File: src/hdl/priority_schedule_time_calc_defines.svh
// assertion macros for the rtl file priority_schedule_time_calc.sv
`ifndef PRIORITY_SCHEDULE_TIME_CALC_DEFINES_SVH
`define PRIORITY_SCHEDULE_TIME_CALC_DEFINES_SVH

// same-cycle implication, disabled while reset is asserted
`define PSC_ASSERT_NOW(label, clk, rst_n, ante, cons) \
    label: assert property (@(posedge clk) disable iff (!rst_n) (ante) |-> (cons)) \
        else $error("same-cycle check failed");

// next-cycle implication, disabled while reset is asserted
`define PSC_ASSERT_NEXT(label, clk, rst_n, ante, cons) \
    label: assert property (@(posedge clk) disable iff (!rst_n) (ante) |=> (cons)) \
        else $error("next-cycle check failed");

`endif

File: src/hdl/psched_pkg.sv
package psched_pkg;

    // field widths of the input and result beats
    localparam int BURST_W  = 16;
    localparam int PRIO_W   = 8;
    localparam int ID_OUT_W = 5;
    localparam int TIME_W   = 20;
    localparam int TOT_W    = 24;

endpackage

File: src/hdl/psched_ram.sv
module psched_ram #(
    parameter int WIDTH = 29,
    parameter int DEPTH = 16
) (
    input  logic                     clk,
    input  logic                     we,
    input  logic [$clog2(DEPTH)-1:0] waddr,
    input  logic [WIDTH-1:0]         wdata,
    input  logic [$clog2(DEPTH)-1:0] raddr,
    output logic [WIDTH-1:0]         rdata
);

    logic [WIDTH-1:0] ram_reg [DEPTH];
    logic [WIDTH-1:0] rd_data_reg;

    // single write port, registered read port
    always_ff @(posedge clk)
    begin
        if (we)
        begin
            ram_reg[waddr] <= wdata;
        end
        rd_data_reg <= ram_reg[raddr];
    end

    assign rdata = rd_data_reg;

endmodule

File: src/hdl/priority_schedule_time_calc.sv
// nonpreemptive priority scheduler, all processes arriving at time zero
// input channel (in_valid / in_stall): one beat loads one process (burst,
// priority); processes are numbered from 1 in arrival order, beats beyond
// MAX_PROCS are dropped but their last_item mark still starts scheduling
// loading writes each beat that fits into the table; the beat with last_item set starts an
// exchange sort on ascending priority, then the emit pass
// sort: one table memory with a single read and write port and one compare
// unit; each outer step a runs FETCH_A, FETCH_B, one CMP per later entry, then WB
// emit: one result beat per process on the output channel
// (out_valid / out_stall); each beat is formed in S_EM_CALC and held in S_EM_OUT
// until out_stall is low, and the next beat is formed only then; last_result marks
// the final beat
// in_stall is high from the last_item beat until the final result beat is
// taken; a stalled result beat holds its payload and the block waits
// reset clears the process count and the sequencer; table contents are
// left as they are and only loaded entries are ever read
`include "priority_schedule_time_calc_defines.svh"

module priority_schedule_time_calc #(
    parameter int MAX_PROCS = 16
) (
    input  logic                             clk,
    input  logic                             rst_n,
    input  logic                             in_valid,
    output logic                             in_stall,
    input  logic [psched_pkg::BURST_W-1:0]   burst_time,
    input  logic [psched_pkg::PRIO_W-1:0]    prio_value,
    input  logic                             last_item,
    output logic                             out_valid,
    input  logic                             out_stall,
    output logic [psched_pkg::ID_OUT_W-1:0]  proc_id,
    output logic [psched_pkg::BURST_W-1:0]   burst_out,
    output logic [psched_pkg::PRIO_W-1:0]    prio_out,
    output logic [psched_pkg::TIME_W-1:0]    turnaround,
    output logic [psched_pkg::TIME_W-1:0]    waiting,
    output logic [psched_pkg::TOT_W-1:0]     total_turnaround,
    output logic [psched_pkg::TOT_W-1:0]     total_waiting,
    output logic                             last_result
);

    import psched_pkg::*;

    localparam int IDX_W = $clog2(MAX_PROCS);
    localparam int CNT_W = $clog2(MAX_PROCS + 1);
    localparam int ENT_W = CNT_W + BURST_W + PRIO_W;

    typedef enum logic [2:0] {
        S_LOAD,
        S_FETCH_A,
        S_FETCH_B,
        S_CMP,
        S_WB,
        S_EM_RD,
        S_EM_CALC,
        S_EM_OUT
    } state_t;

    state_t             state_reg;
    logic [CNT_W-1:0]   count_reg;
    logic [IDX_W-1:0]   a_reg;
    logic [IDX_W-1:0]   b_reg;
    logic [ENT_W-1:0]   cur_reg;
    logic [TOT_W-1:0]   done_reg;
    logic [TOT_W-1:0]   tot_tat_reg;
    logic [TOT_W-1:0]   tot_wt_reg;

    logic                out_valid_reg;
    logic [ID_OUT_W-1:0] proc_id_reg;
    logic [BURST_W-1:0]  burst_out_reg;
    logic [PRIO_W-1:0]   prio_out_reg;
    logic [TIME_W-1:0]   turnaround_reg;
    logic [TIME_W-1:0]   waiting_reg;
    logic                last_result_reg;

    logic               ram_we;
    logic [IDX_W-1:0]   ram_waddr;
    logic [ENT_W-1:0]   ram_wdata;
    logic [IDX_W-1:0]   ram_raddr;
    logic [ENT_W-1:0]   ram_rdata;

    logic               in_fire;
    logic               tbl_full;
    logic [CNT_W-1:0]   load_cnt;
    logic [CNT_W-1:0]   new_id;
    logic [CNT_W-1:0]   ent_id;
    logic [BURST_W-1:0] ent_burst;
    logic [PRIO_W-1:0]  ent_prio;
    logic [PRIO_W-1:0]  cur_prio;
    logic               do_swap;
    logic               b_at_end;
    logic               a_more;
    logic               a_at_end;
    logic [TOT_W-1:0]   done_new;

    // process table memory
    psched_ram #(
        .WIDTH (ENT_W),
        .DEPTH (MAX_PROCS)
    ) u_table (
        .clk   (clk),
        .we    (ram_we),
        .waddr (ram_waddr),
        .wdata (ram_wdata),
        .raddr (ram_raddr),
        .rdata (ram_rdata)
    );

    // entry fields and compare unit
    assign ent_prio  = ram_rdata[PRIO_W-1:0];
    assign ent_burst = ram_rdata[PRIO_W +: BURST_W];
    assign ent_id    = ram_rdata[PRIO_W + BURST_W +: CNT_W];
    assign cur_prio  = cur_reg[PRIO_W-1:0];
    assign do_swap   = cur_prio > ent_prio;

    // load side
    assign in_stall = (state_reg != S_LOAD);
    assign in_fire  = in_valid && !in_stall;
    assign tbl_full = (count_reg >= CNT_W'(MAX_PROCS));
    assign new_id   = count_reg + CNT_W'(1);
    assign load_cnt = tbl_full ? count_reg : new_id;

    // loop bounds
    assign b_at_end = (CNT_W'(b_reg) + CNT_W'(1)) == count_reg;
    assign a_more   = (CNT_W'(a_reg) + CNT_W'(2)) < count_reg;
    assign a_at_end = (CNT_W'(a_reg) + CNT_W'(1)) == count_reg;

    // running completion time
    assign done_new = done_reg + TOT_W'(ent_burst);

    // table port control
    always_comb
    begin
        ram_we    = 1'b0;
        ram_waddr = a_reg;
        ram_wdata = cur_reg;
        ram_raddr = a_reg;
        unique case (state_reg)
            S_LOAD:
            begin
                ram_we    = in_fire && !tbl_full;
                ram_waddr = count_reg[IDX_W-1:0];
                ram_wdata = {new_id, burst_time, prio_value};
            end
            S_FETCH_A:
            begin
                ram_raddr = a_reg;
            end
            S_FETCH_B:
            begin
                ram_raddr = b_reg;
            end
            S_CMP:
            begin
                ram_we    = do_swap;
                ram_waddr = b_reg;
                ram_raddr = b_reg + IDX_W'(1);
            end
            S_WB:
            begin
                ram_we    = 1'b1;
                ram_waddr = a_reg;
            end
            S_EM_RD:
            begin
                ram_raddr = a_reg;
            end
            S_EM_CALC:
            begin
                ram_raddr = a_reg;
            end
            S_EM_OUT:
            begin
                ram_raddr = a_reg + IDX_W'(1);
            end
            default:
            begin
                ram_we = 1'b0;
            end
        endcase
    end

    // sequencer, datapath and result registers
    always_ff @(posedge clk or negedge rst_n)
    begin
        if (!rst_n)
        begin
            state_reg       <= S_LOAD;
            count_reg       <= '0;
            a_reg           <= '0;
            b_reg           <= '0;
            cur_reg         <= '0;
            done_reg        <= '0;
            tot_tat_reg     <= '0;
            tot_wt_reg      <= '0;
            out_valid_reg   <= 1'b0;
            proc_id_reg     <= '0;
            burst_out_reg   <= '0;
            prio_out_reg    <= '0;
            turnaround_reg  <= '0;
            waiting_reg     <= '0;
            last_result_reg <= 1'b0;
        end
        else
        begin
            unique case (state_reg)
                S_LOAD:
                begin
                    if (in_fire)
                    begin
                        count_reg <= load_cnt;
                        if (last_item)
                        begin
                            a_reg       <= '0;
                            b_reg       <= IDX_W'(1);
                            done_reg    <= '0;
                            tot_tat_reg <= '0;
                            tot_wt_reg  <= '0;
                            if (load_cnt >= CNT_W'(2))
                            begin
                                state_reg <= S_FETCH_A;
                            end
                            else
                            begin
                                state_reg <= S_EM_RD;
                            end
                        end
                    end
                end
                S_FETCH_A:
                begin
                    state_reg <= S_FETCH_B;
                end
                S_FETCH_B:
                begin
                    cur_reg   <= ram_rdata;
                    state_reg <= S_CMP;
                end
                S_CMP:
                begin
                    if (do_swap)
                    begin
                        cur_reg <= ram_rdata;
                    end
                    if (b_at_end)
                    begin
                        state_reg <= S_WB;
                    end
                    else
                    begin
                        b_reg <= b_reg + IDX_W'(1);
                    end
                end
                S_WB:
                begin
                    if (a_more)
                    begin
                        a_reg     <= a_reg + IDX_W'(1);
                        b_reg     <= a_reg + IDX_W'(2);
                        state_reg <= S_FETCH_A;
                    end
                    else
                    begin
                        a_reg     <= '0;
                        state_reg <= S_EM_RD;
                    end
                end
                S_EM_RD:
                begin
                    state_reg <= S_EM_CALC;
                end
                S_EM_CALC:
                begin
                    proc_id_reg     <= ID_OUT_W'(ent_id);
                    burst_out_reg   <= ent_burst;
                    prio_out_reg    <= ent_prio;
                    turnaround_reg  <= done_new[TIME_W-1:0];
                    waiting_reg     <= done_reg[TIME_W-1:0];
                    tot_tat_reg     <= tot_tat_reg + done_new;
                    tot_wt_reg      <= tot_wt_reg + done_reg;
                    done_reg        <= done_new;
                    last_result_reg <= a_at_end;
                    out_valid_reg   <= 1'b1;
                    state_reg       <= S_EM_OUT;
                end
                S_EM_OUT:
                begin
                    if (!out_stall)
                    begin
                        out_valid_reg <= 1'b0;
                        if (last_result_reg)
                        begin
                            count_reg <= '0;
                            state_reg <= S_LOAD;
                        end
                        else
                        begin
                            a_reg     <= a_reg + IDX_W'(1);
                            state_reg <= S_EM_CALC;
                        end
                    end
                end
                default:
                begin
                    state_reg <= S_LOAD;
                end
            endcase
        end
    end

    // result ports
    assign out_valid        = out_valid_reg;
    assign proc_id          = proc_id_reg;
    assign burst_out        = burst_out_reg;
    assign prio_out         = prio_out_reg;
    assign turnaround       = turnaround_reg;
    assign waiting          = waiting_reg;
    assign total_turnaround = tot_tat_reg;
    assign total_waiting    = tot_wt_reg;
    assign last_result      = last_result_reg;

    // no load beat is taken while a result beat is pending
    `PSC_ASSERT_NOW(a_no_load_while_out, clk, rst_n, !in_stall, !out_valid)

    // table count never exceeds its capacity
    `PSC_ASSERT_NOW(a_count_bound, clk, rst_n, 1'b1, count_reg <= CNT_W'(MAX_PROCS))

    // inner sort index always runs ahead of the outer one
    `PSC_ASSERT_NOW(a_sort_order, clk, rst_n, state_reg == S_CMP, a_reg < b_reg)

    // waiting plus burst gives turnaround on every result beat
    `PSC_ASSERT_NOW(a_wait_sum, clk, rst_n, out_valid,
        TIME_W'(waiting + TIME_W'(burst_out)) == turnaround)

    // final result beat taken returns the block to loading with an empty table
    `PSC_ASSERT_NEXT(a_end_of_set, clk, rst_n, out_valid && !out_stall && last_result,
        !in_stall && (count_reg == '0))

endmodule

File: config.mk
export PLATFORM = sky130hd
export DESIGN_NAME = priority_schedule_time_calc
export DESIGN_NICKNAME = d
export VERILOG_FILES = /design/src/hdl/psched_pkg.sv /design/src/hdl/psched_ram.sv /design/src/hdl/priority_schedule_time_calc.sv
export VERILOG_INCLUDE_DIRS = /design/src /design/src/hdl
export SDC_FILE = /design/constraint.sdc
export NUM_CORES = 1
export LEC_CHECK = 0
export BUFFER_PORTS_ARGS = -buffer_cell sky130_fd_sc_hd__buf_2
export CAP_MARGIN = 20
export CORE_UTILIZATION = 34
export CTS_CLUSTER_SIZE = 28
export DETAILED_ROUTE_END_ITERATION = 8
export PLACE_DENSITY = 0.59
export SLEW_MARGIN = 20
export SYNTH_ARGS = -nofsm -noshare
export SYNTH_HDL_FRONTEND = slang
export SYNTH_SLANG_ARGS = --single-unit
File: constraint.sdc
create_clock -name clk -period 5 [get_ports clk]
set_input_delay 0.5 -clock clk [delete_from_list [all_inputs] [get_ports clk]]
set_output_delay 0.5 -clock clk [all_outputs]
set_load 0.02 [all_outputs]
==> flow_summary.ini <==
[global_route]
grt_pass1_wl_um = 113000
grtUsageTotal_pct = 17.2
grt_overflow = 0
grt_antenna_before_repair = 6
grt_max_degree = 96
grt_pass1_vias = 18400

[timing]
fin_crit_sh_pct = 95.5
skew_ns = 0.0185
tightest_slew_ns = 0.888
hold_violations = 0
drv_slew = 0
period_needed_ns = 4.77
relSlewSlack_pct = 40.8
setup_ws_ns = 0.227
fmax_mhz = 210
setup_violations = 0

[place]
numPortBuffers = 148
dp_hpwl_um = 45900
dp_cells = 3355
place_congestion = 0.878
pre_cts_ws_ns = 0.248

[synthesis]
synth_area_sq_um = 29500
syn_nets = 2234
async_reset_ff_share_pct = 27.6
yosysTopAreaCell = edfxtp_1
syn_avg_cell_area_sq_um = 13.9
synth_edf_count = 464
yosysUniqueCellTypes = 71
synth-seq-area-share_pct = 65.2
ys_warn_count = 0
syn_inst = 2120
yosys_most_used_dff = edfxtp_1
synthTopCellsByArea = edfxtp_1 (47%), dfrtp_1 (16%), mux4_2 (8.9%), nand2_1 (5.6%), ha_1 (3.5%)
ys_ff_latch = 681
synth_top_area_share_pct = 47.3

[min_path]
hold_path.class = input port to asynchronous set/reset pin

[drt]
vias_per_cell = 5.24
antenna_left = 0
vias = 18300
firstDrtPassIters = 7
drt_iter0_markers = 1419
post_drt_wl_per_cell_um = 21.5
wl_um = 75100
drc = 0

[final_layout]
final_core_util_pct = 39.9
drive_gt1_share_pct = 20.8
nets = 2401
largest_reg_flops = 464
syn_to_final_growth_pct = 15.8
fillCellCount = 7861
fin_cells = 3491

[die]
initial_core_util_pct = 34.5
pin_count = 149
die-height_um = 296
die_area_sq_um = 87900
core-area_sq_um = 85500
die_x_um = 296
rows = 107

[clock_tree]
worstSkewPairLatency_ns = 0.61
clockBufferDepth = 3
htreeDepth = 3
path_clk_slew_ns = 0.06
clockRootBuffer = clkbuf_16
numClockSinks = 681
cts_tree = done
cts_buffers = 72

[critical_path]
cp-startpoint = done_reg[1]
reg2reg_from = done_reg[1]
rr_worst_depth = 21
worst_ep_required_time_ns = 5.53
criticalPathCategory = flop to flop
critPathMaxFanout = 5
start_kind = flop
crit_path_end_kind = flop
slowest_delay_ns = 0.47
cp_slowest_cell = dfrtp_1
path_cells = inv_1 -> fa_1 -> nor2b_1 -> o21ai_1 -> a21oi_2 -> o21ai_1 -> a21oi_2 -> nor2_1 -> o21bai_1 -> xor2_1 -> ha_1 -> inv_1 -> o22ai_1 -> a311o_1 -> a41o_2 -> a2111oi_4 -> nor2_1 -> o221ai_2 -> xnor2_1 -> a21oi_1 -> o22ai_1
critPathArrivalTime_ns = 5.30

[power_and_ir_drop]
peakVddDrop_uv = 455
p_leak_nw = 13.2
p_per_area_nw_per_um2 = 778
finalPower_w = 0.0266

[flow_run]
max-cap-violations = 0

[run_status]
status = completed
per-layer routing:
metal,wire [um],GRT usage [%],vias up
met5,80,0,-
met4,1420,4.56,12
met3,4910,3.23,104
met2,36500,28.8,607
met1,32200,22.7,9323
li1,-,-,8238
power by group:
group / internal, W / total, W / switching [W]
sequential: 0.00777 / 0.00867 / 0.000900
combinational: 0.00524 / 0.0127 / 0.00751
clock: 0.00296 / 0.00516 / 0.00220
total: 0.0160 / 0.0266 / 0.0106
stage by stage:
stage / TNS (ns) / area (sq um) / hold slack (ns)
final: 0 / 34100 / 0.00840
after global routing: -0.00475 / 34100 / 0.0705
after CTS: 0 / 34100 / 0.0161
after detailed placement: 0 / 31800 / 0.429
after global placement: 0 / 31800 / 0.429
after floorplan: 0 / 29500 / 0.204
timing repair:
item,CTS,global route
hold buffers,0,0
gates resized for setup,0,1
setup endpoints to repair,0,2
setup buffers,0,2
synthesized netlist by cell type (15+ instances only):
cell,count
mux4_2,116
xnor2_1,39
and3_1,15
edfxtp_1,464
clkbuf_1,64
xor2_1,35
ha_1,82
a31oi_1,36
and2_1,31
buf_2,19
nand2_1,437
a21o_1,27
mux2_2,26
inv_1,40
a21oi_1,61
o21ai_0,109
nand3_1,21
dfxtp_1,29
a211oi_1,37
nor2_1,67
dfrtp_1,188
kinds of logic after synthesis:
logic type	synth area share [%]
AO/OA/AOI/OAI	7.91
AND/OR/NAND/NOR	9.14
flip-flops	65.2
XOR/XNOR	2.20
buffers and inverters	1.98
multiplexers	9.89
adder cells (fa/ha/maj)	3.68
worst max-delay path, delay by kind of cell (launching register included):
family	cells	cell delay (ns)
AOI/OAI and AO/OA	12	2.41
adders and majority gates	2	0.78
DFF	1	0.47
xor gates and xnor gates	2	0.42
and+or+nand+nor	3	0.36
buffers and inverters	2	0.23
final cells by class:
type                       instances  area [sq um]  share of cell area (%)
antenna                            1          2.50                 0.00733
clock buffer                     100          1990                    5.82
clock inverter                    33           292                   0.854
inverter                          41           154                   0.451
multi-input combinational       1299          9860                    28.9
sequential                       681         19200                    56.3
tap                             1144          1430                    4.19
timing repair buffer             192          1190                    3.49
path summary, 6_finish.rpt:
check,end,slack (ns)
worst max-delay path,total_turnaround[23],0.23
worst min-delay path,burst_out[15],0.008
max in group asynchronous,burst_out[7],3.95
min in group clk,out_valid,0.25
worst min register to register,proc_id[3],0.43
worst max register to register,total_turnaround[23],0.23
placed cells by master (no fill, tap or decap), types with 21 or more instances in the layout:
| cell type | synthesis | final |
|---|---|---|
| a211oi_1 | 37 | 37 |
| a21o_1 | 27 | 27 |
| a21oi_1 | 61 | 60 |
| a31oi_1 | 36 | 36 |
| and2_1 | 31 | 31 |
| buf_2 | 19 | 147 |
| buf_4 | 9 | 35 |
| clkbuf_16 | 0 | 72 |
| dfrtp_1 | 188 | 188 |
| dfxtp_1 | 29 | 29 |
| edfxtp_1 | 464 | 464 |
| ha_1 | 82 | 82 |
| inv_1 | 40 | 39 |
| mux2_2 | 26 | 26 |
| mux4_2 | 116 | 116 |
| nand2_1 | 437 | 437 |
| nand3_1 | 21 | 21 |
| nor2_1 | 67 | 50 |
| o21ai_0 | 109 | 109 |
| xnor2_1 | 39 | 39 |
| xor2_1 | 35 | 35 |
Power figures use the tool's default switching activity.
